`src/rtl/core/fpa_pkg.sv`:
```
`timescale 1ns / 1ps
// ----------------------------------------------------------------------------
// fpa_pkg: shared types and constants for the fixed-point atan2 block
// Input widths, Q15 constants, pipeline control word and divider step.
// ----------------------------------------------------------------------------
package fpa_pkg;

  localparam int InW    = 11;   // input component width
  localparam int OutW   = 9;    // angle width
  localparam int QBits  = 16;   // quotient magnitude bits (up to 2^15)
  localparam int RemW   = 12;   // divider remainder / divisor width
  localparam int DivSt  = 4;    // divider pipeline stages
  localparam int DivPer = QBits / DivSt;  // quotient bits per stage

  localparam logic signed [7:0] LinCoef = -8'sd56;
  localparam logic signed [7:0] CubCoef = 8'sd11;
  localparam logic signed [9:0] OfsRight = 10'sd45;
  localparam logic signed [9:0] OfsLeft  = 10'sd135;
  localparam logic signed [9:0] FullTurn = 10'sd360;
  localparam logic [OutW-1:0]   HalfTurn = 9'd180;
  localparam logic [OutW-1:0]   ZeroAng  = 9'd0;

  // control bits that travel with each item
  typedef struct packed {
    logic y_zero;
    logic y_neg;
    logic x_neg;
    logic q_neg;
  } ctl_t;

  typedef struct packed {
    logic [RemW-1:0]  rem;
    logic [QBits-1:0] q;
  } div_t;

  // DivPer restoring steps; the very first step of the whole division
  // compares without a shift to produce the integer bit.
  function automatic div_t div_steps(input logic [RemW-1:0]  rem_in,
                                     input logic [QBits-1:0] q_in,
                                     input logic [RemW-1:0]  den,
                                     input logic             first);
    div_t res;
    res.rem = rem_in;
    res.q   = q_in;
    for (int i = 0; i < DivPer; i++) begin
      if (!(first && (i == 0))) begin
        res.rem = {res.rem[RemW-2:0], 1'b0};
      end
      if (res.rem >= den) begin
        res.rem = res.rem - den;
        res.q   = {res.q[QBits-2:0], 1'b1};
      end else begin
        res.q   = {res.q[QBits-2:0], 1'b0};
      end
    end
    return res;
  endfunction

endpackage

```
`src/rtl/core/fixed_point_atan2_degrees_top.sv`:
```
`timescale 1ns / 1ps
// ----------------------------------------------------------------------------
// fixed_point_atan2_degrees_top: pipelined atan2 in whole degrees
// Q15 ratio by pipelined division, cubic fit, quadrant fix-up.
// ----------------------------------------------------------------------------
// Usage
//   Input channel: in_x_value / in_y_value (11-bit signed) with in_valid /
//   in_ready. Result channel: out_angle_degrees (0..360) with out_valid /
//   out_ready. Each item gives exactly one result, in order.
//   Throughput: one item per cycle while the output register is not stalled;
//   the whole pipe moves as one, a shift of nine stage registers, of which
//   four are the restoring divider (four quotient bits a stage) and three
//   the Q15 ratio, the square multiply and the cube multiply.
//   Stall: while a result sits unaccepted in the output register, every
//   stage holds (in_ready low); nothing is dropped or repeated. in_ready
//   is high whenever the output register is empty or being taken.
//   Reset (rst_n low, synchronous) clears all valid bits; payload
//   registers are not reset.
//   Zero vertical component bypasses the maths: 0 for x >= 0, else 180.
// ----------------------------------------------------------------------------
module fixed_point_atan2_degrees_top (
  input  logic                            clk,
  input  logic                            rst_n,
  input  logic                            in_valid,
  output logic                            in_ready,
  input  logic signed [fpa_pkg::InW-1:0]  in_x_value,
  input  logic signed [fpa_pkg::InW-1:0]  in_y_value,
  output logic                            out_valid,
  input  logic                            out_ready,
  output logic        [fpa_pkg::OutW-1:0] out_angle_degrees
);

  localparam int NStg = fpa_pkg::DivSt + 5;  // valid bits incl. output reg
  localparam int NCtl = NStg - 1;            // control travels to last stage

  logic                 adv;
  logic [NStg-1:0]      v_r;
  logic [NStg-1:0]      v_nxt;
  fpa_pkg::ctl_t        ctl_r [NCtl];
  fpa_pkg::ctl_t        ctl_nxt;

  // divider stage registers; index 0 is the input stage
  logic [fpa_pkg::RemW-1:0]  dv_rem_r [fpa_pkg::DivSt+1];
  logic [fpa_pkg::QBits-1:0] dv_q_r   [fpa_pkg::DivSt+1];
  logic [fpa_pkg::RemW-1:0]  dv_den_r [fpa_pkg::DivSt+1];
  fpa_pkg::div_t             dv_nxt   [fpa_pkg::DivSt+1];

  // input stage arithmetic
  logic signed [12:0] x13;
  logic signed [12:0] ay13;
  logic signed [12:0] num13;
  logic signed [12:0] den13;
  logic signed [12:0] nmag13;

  // ratio and polynomial stages
  logic signed [16:0] r_nxt;
  logic signed [16:0] r5_r;
  logic signed [33:0] sq_prod;
  logic        [15:0] r2_r;
  logic signed [16:0] r6_r;
  logic signed [22:0] lin_nxt;
  logic signed [22:0] lin6_r;
  logic signed [33:0] cu_prod;
  logic signed [16:0] r3_r;
  logic signed [22:0] lin7_r;
  logic signed [22:0] sum_w;
  logic signed [9:0]  ang_w;
  logic signed [9:0]  fin_w;
  logic [fpa_pkg::OutW-1:0] ang_nxt;
  logic [fpa_pkg::OutW-1:0] out_ang_r;

  assign adv      = !v_r[NStg-1] || out_ready;
  assign in_ready = adv;
  assign v_nxt    = {v_r[NStg-2:0], in_valid};

  // --- input stage: reduce to |num| / den with num magnitude <= den ---
  always_comb begin
    x13  = 13'(in_x_value);
    ay13 = in_y_value[fpa_pkg::InW-1] ? -13'(in_y_value) : 13'(in_y_value);
    if (!in_x_value[fpa_pkg::InW-1]) begin
      num13 = x13 - ay13;
      den13 = x13 + ay13;
    end else begin
      num13 = x13 + ay13;
      den13 = ay13 - x13;
    end
    nmag13         = num13[12] ? -num13 : num13;
    ctl_nxt.y_zero = (in_y_value == '0);
    ctl_nxt.y_neg  = in_y_value[fpa_pkg::InW-1];
    ctl_nxt.x_neg  = in_x_value[fpa_pkg::InW-1];
    ctl_nxt.q_neg  = num13[12];
  end

  always_comb begin
    dv_nxt[0] = '0;
    for (int k = 1; k <= fpa_pkg::DivSt; k++) begin
      dv_nxt[k] = fpa_pkg::div_steps(dv_rem_r[k-1], dv_q_r[k-1], dv_den_r[k-1],
                                     (k == 1));
    end
  end

  // --- ratio, square, cube ---
  assign r_nxt   = ctl_r[fpa_pkg::DivSt].q_neg ?
                   -$signed({1'b0, dv_q_r[fpa_pkg::DivSt]}) :
                    $signed({1'b0, dv_q_r[fpa_pkg::DivSt]});
  assign sq_prod = 34'(r5_r) * 34'(r5_r);
  assign lin_nxt = 23'(r5_r) * 23'(fpa_pkg::LinCoef);
  assign cu_prod = 34'($signed({1'b0, r2_r})) * 34'(r6_r);

  // --- final sum, floor shift and quadrant fix-up ---
  always_comb begin
    sum_w = lin7_r + 23'(r3_r) * 23'(fpa_pkg::CubCoef);
    ang_w = (ctl_r[NCtl-1].x_neg ? fpa_pkg::OfsLeft : fpa_pkg::OfsRight)
            + 10'($signed(sum_w[22:15]));
    fin_w = ctl_r[NCtl-1].y_neg ? (fpa_pkg::FullTurn - ang_w) : ang_w;
    if (ctl_r[NCtl-1].y_zero) begin
      ang_nxt = ctl_r[NCtl-1].x_neg ? fpa_pkg::HalfTurn : fpa_pkg::ZeroAng;
    end else begin
      ang_nxt = fin_w[fpa_pkg::OutW-1:0];
    end
  end

  always_ff @(posedge clk) begin
    if (!rst_n) begin
      v_r <= '0;
    end else if (adv) begin
      v_r <= v_nxt;
    end
  end

  always_ff @(posedge clk) begin
    if (adv) begin
      ctl_r[0]    <= ctl_nxt;
      dv_rem_r[0] <= nmag13[fpa_pkg::RemW-1:0];
      dv_q_r[0]   <= '0;
      dv_den_r[0] <= den13[fpa_pkg::RemW-1:0];
      for (int k = 1; k < NCtl; k++) begin
        ctl_r[k] <= ctl_r[k-1];
      end
      for (int k = 1; k <= fpa_pkg::DivSt; k++) begin
        dv_rem_r[k] <= dv_nxt[k].rem;
        dv_q_r[k]   <= dv_nxt[k].q;
        dv_den_r[k] <= dv_den_r[k-1];
      end
      r5_r      <= r_nxt;
      r2_r      <= sq_prod[30:15];
      r6_r      <= r5_r;
      lin6_r    <= lin_nxt;
      r3_r      <= cu_prod[31:15];
      lin7_r    <= lin6_r;
      out_ang_r <= ang_nxt;
    end
  end

  assign out_valid         = v_r[NStg-1];
  assign out_angle_degrees = out_ang_r;

  // --- checks ---
  a_stall_holds: assert property (@(posedge clk) disable iff (!rst_n)
    !adv |=> $stable(v_r))
    else $error("pipeline moved while stalled");

  a_rem_below_den: assert property (@(posedge clk) disable iff (!rst_n)
    v_r[fpa_pkg::DivSt] && !ctl_r[fpa_pkg::DivSt].y_zero |->
      (dv_rem_r[fpa_pkg::DivSt] < dv_den_r[fpa_pkg::DivSt]))
    else $error("divider remainder not below divisor");

  a_ratio_range: assert property (@(posedge clk) disable iff (!rst_n)
    v_r[fpa_pkg::DivSt+1] && !ctl_r[fpa_pkg::DivSt+1].y_zero |->
      (r5_r <= 17'sd32768) && (r5_r >= -17'sd32768))
    else $error("Q15 ratio out of range");

  a_angle_range: assert property (@(posedge clk) disable iff (!rst_n)
    out_valid |-> (out_angle_degrees <= 9'd360))
    else $error("angle above full turn");

endmodule
```
`config.mk`:
```
export PLATFORM = sky130hd
export DESIGN_NAME = fixed_point_atan2_degrees_top
export DESIGN_NICKNAME = d
export VERILOG_FILES = /design/src/rtl/core/fpa_pkg.sv /design/src/rtl/core/fixed_point_atan2_degrees_top.sv
export SDC_FILE = /design/constraint.sdc
export NUM_CORES = 2
export LEC_CHECK = 0
export ABC_CLOCK_PERIOD_IN_PS = 9800
export BUFFER_PORTS_ARGS = -buffer_cell sky130_fd_sc_hd__clkbuf_2
export CORE_MARGIN = 10
export CORE_UTILIZATION = 25
export DETAILED_ROUTE_END_ITERATION = 10
export GPL_TIMING_DRIVEN = 0
export PLACE_DENSITY = 0.5
export SKIP_LAST_GASP = 1
export SYNTH_ARGS = -nofsm -noshare
export SYNTH_HDL_FRONTEND = slang
export SYNTH_SLANG_ARGS = --single-unit
```
`constraint.sdc`:
```
create_clock -name clk -period 9.8 [get_ports clk]
set_input_delay 0.98 -clock clk [delete_from_list [all_inputs] [get_ports clk]]
set_output_delay 0.98 -clock clk [all_outputs]
set_load 0.01 [all_outputs]
```
==> out/results.ini <==
[outcome]
status=complete, no violations

[setup_path]
crit_fanout=10
cp_slowest_stage_delay_ns=0.44
worst_r2r_startpoint=dv_rem_r[0][0]
rrSetupSlack_ns=0.49
startpoint_type=flip-flop
crit_top_cell=a21o_1
slowest_stage=a221o_2
arrival_ns=9.62
path_buf_inv=8
critPathKind=flip-flop to flip-flop
cp.required_ns=10.12
crit_start=dv_rem_r[0][0]
crit_family=compound AO/OA/AOI/OAI gates
cp-end-kind=flip-flop

[synth]
synth_compound_area_frac=0.100
yosys_warnings=0
synth_fa_ha_area_frac=0.412
synth-edff-count=274
ys_ff_latch=283
async_flop_share=0
yosysUniqueCellTypes=99
synthMuxAreaShare=0.0305
syn-num-nets=5070
ys_seq_area_frac=0.212
synth_xor_area_frac=0.0528
synth.cell_area_um2=39700
netlist_instances=4033
synthSimpleGateAreaFrac=0.109
syn_avg_cell_area_um2=9.86
synthFlopType=edfxtp_1
synth_top_family_by_area=adder cells

[die]
coreArea_um2=158000
die_h_um=419
io_pins=37
die_w_um=419
die-area_um2=175000
fp-row-count=146
start_util=0.251

[detailed_routing]
wl_met2_mm=45.2
drt_pass1_iterations=5
wl_per_cell_um=14.9
drc=0
routed_via_density=4.35
final_antenna_net_count=0
wl_mm=93.1
wl_met1_mm=42.7
dr.first_iter.drc_count=1241
via_count=27172
wl_met3_mm=3.26
routed.top_layer=met4

[grt]
antenna_found_initial=1
grt.total_usage=0.107
grt_overflow=0
grt_pass1_vias=28610
grt_max_degree=98
grt_first_pass_wirelength_mm=153

[cts]
hold_buffers=0
cts_max_level=2
clock_latency_ns=0.58
cts_tree=done
cts_sinks=283
cts_buffer_depth=3
cts_root_buf=clkbuf_16
numCtsBuffers=36
clk_pin_slew_ns=0.06

[sta]
hold_viol_final=0
final_max_slew_viol_count=0
grt_setup_unrepaired=yes
setup_viol=0
timing.fmax_mhz=107
max_slew.worst_pin.slew_ns=1.05
period_minus_slack_ns=9.31
maxSlewHeadroom=0.292
skew_ns=0.0303
min_period_over_period=0.950

[layout]
antennaDiodeCount=0
drive_above_1_share=0.0756
nets=5180
finalNonFillerCells=6241
area_growth_pct=11.1

[placement]
place.gp.congestion=0.844
hpwl_mm=76.6
port_buffers=36
placedCellCount=6143

[min_path]
hp-start=lin6_r[16]
min_path_type=flip-flop to flip-flop

[flow_run]
maxCapViolations=0

## flip-flops by register name, summed over array words and instances, names as in the netlist
register	flops
dv_rem_r	45
v_r	9
r3_r	17
lin6_r	17
out_angle_degrees	9
ctl_r	29
r6_r	17
r5_r	17
lin7_r	20
dv_q_r	40
r2_r	16
dv_den_r	47
## cells in the mapped netlist, types with 4 or more instances
cell	n	area, um^2
a211oi_1	5	37.5
a21boi_0	31	233
a21boi_1	7	52.6
a21o_1	82	616
a21oi_1	141	706
a31o_2	8	70.1
a31oi_1	17	106
and2_1	115	719
and3_1	19	119
buf_1	5	18.8
buf_2	7	35.0
buf_6	4	45.0
clkbuf_1	68	255
clkinv_1	8	30.0
dfxtp_1	9	180
edfxtp_1	274	8230
fa_1	497	9950
ha_1	514	6430
inv_1	772	2900
inv_2	5	18.8
mux2_2	80	901
mux2_4	10	150
mux2i_1	16	160
nand2_1	335	1260
nand2b_1	36	225
nand3_1	32	160
nand4_1	19	119
nor2_1	223	837
nor2b_1	40	250
nor3_1	53	265
nor3b_1	6	45.0
o211ai_1	7	52.6
o21a_1	46	345
o21ai_0	123	616
o21ai_1	13	65.1
o21bai_1	28	210
o21bai_2	4	45.0
o31ai_1	19	143
or2_2	10	62.6
or3_1	17	106
or4_1	8	60.1
xnor2_1	160	1400
xor2_1	77	674
## path summary, 6_finish.rpt
check / end / cells past startpoint
setup / recovery: dv_rem_r[0][19] / 46
hold reg to reg: lin7_r[16] / 0
hold / removal: lin7_r[16] / 0
setup reg to reg: dv_rem_r[0][19] / 46
## per-stage QoR
step | util | instance area, um^2 | setup TNS [ns] | setup slack [ns] | hold WS, ns
6_report | 0.279 | 44200 | 0 | 0.494 | 0.410
5_1_grt | 0.279 | 44200 | -0.337 | -0.0603 | 0.418
4_1_cts | 0.277 | 43800 | 0 | 0.00201 | 0.416
3_5_place_dp | 0.269 | 42600 | -14.09 | -1.18 | 0.405
3_3_place_gp | 0.269 | 42500 | -819.45 | -2.94 | 0.401
2_1_floorplan | - | 39700 | 0 | 0.536 | 0.400
## timing repair
| action | 4_1_cts | 5_1_grt |
|---|---|---|
| resized for setup | 14 | 42 |
| buffers inserted | 8 | 28 |
| cloned | 0 | 0 |
| endpoints found under the setup margin | 19 | 36 |
| pin swaps | 4 | 14 |
## cell families after synthesis
kind of cell / Yosys count
adders and majority gates: 1011
and+or+nand+nor: 924
buffers and inverters: 874
AOI/OAI and AO/OA: 595
DFF: 283
xor gates and xnor gates: 238
muxes: 106
other: 2
## cell type report
class / instances / area (um^2)
well taps: 2072 / 2590
repair buffers: 74 / 509
clock inverters: 14 / 131
fillers: 16787 / 114000
plain buffers: 85 / 404
flip-flops and latches: 283 / 8410
inverters: 787 / 2970
clock buffers: 50 / 995
multi-input cells: 2876 / 28200
## metal layers
metal	global-route usage	vias to the layer above
met5	0	-
met4	0.0253	0
met3	0.0146	80
met2	0.187	354
met1	0.140	13375
li1	-	13363
## worst register-to-register path, delay by kind of cell, from the launching register on
family	cells	cell delay, ns
DFF	1	0.39
and+or+nand+nor	4	0.51
AOI/OAI and AO/OA	26	4.79
adders and majority gates	5	1.35
muxes	3	0.95
buffers and inverters	8	1.06
## layout by cell type, fill, tap and decap left out, types with 10 or more instances in the layout
cell type and count:
a21boi_0 31, inv_1 771, clkinv_1 12, mux2i_1 15, o21ai_0 118, clkbuf_2 37
nand3_1 32, or2_2 10, fa_1 496, or3_1 17, a21o_1 82, nor3_1 53
o21ai_1 16, and2_1 115, o31ai_1 18, nand2b_1 36, xnor2_1 160, o21bai_1 28
nand2_1 334, nor2b_1 39, o21a_1 46, edfxtp_1 274, clkbuf_16 37, mux2_2 80
nand4_1 19, clkbuf_1 73, a21oi_1 134, ha_1 513, buf_4 40, and3_1 19
mux2_4 10, a31oi_1 14, xor2_1 77, nor2_1 223
Power is left out: the tool's default activity adds up to more than one toggle a clock period on the data nets, which glitch-free logic cannot reach.
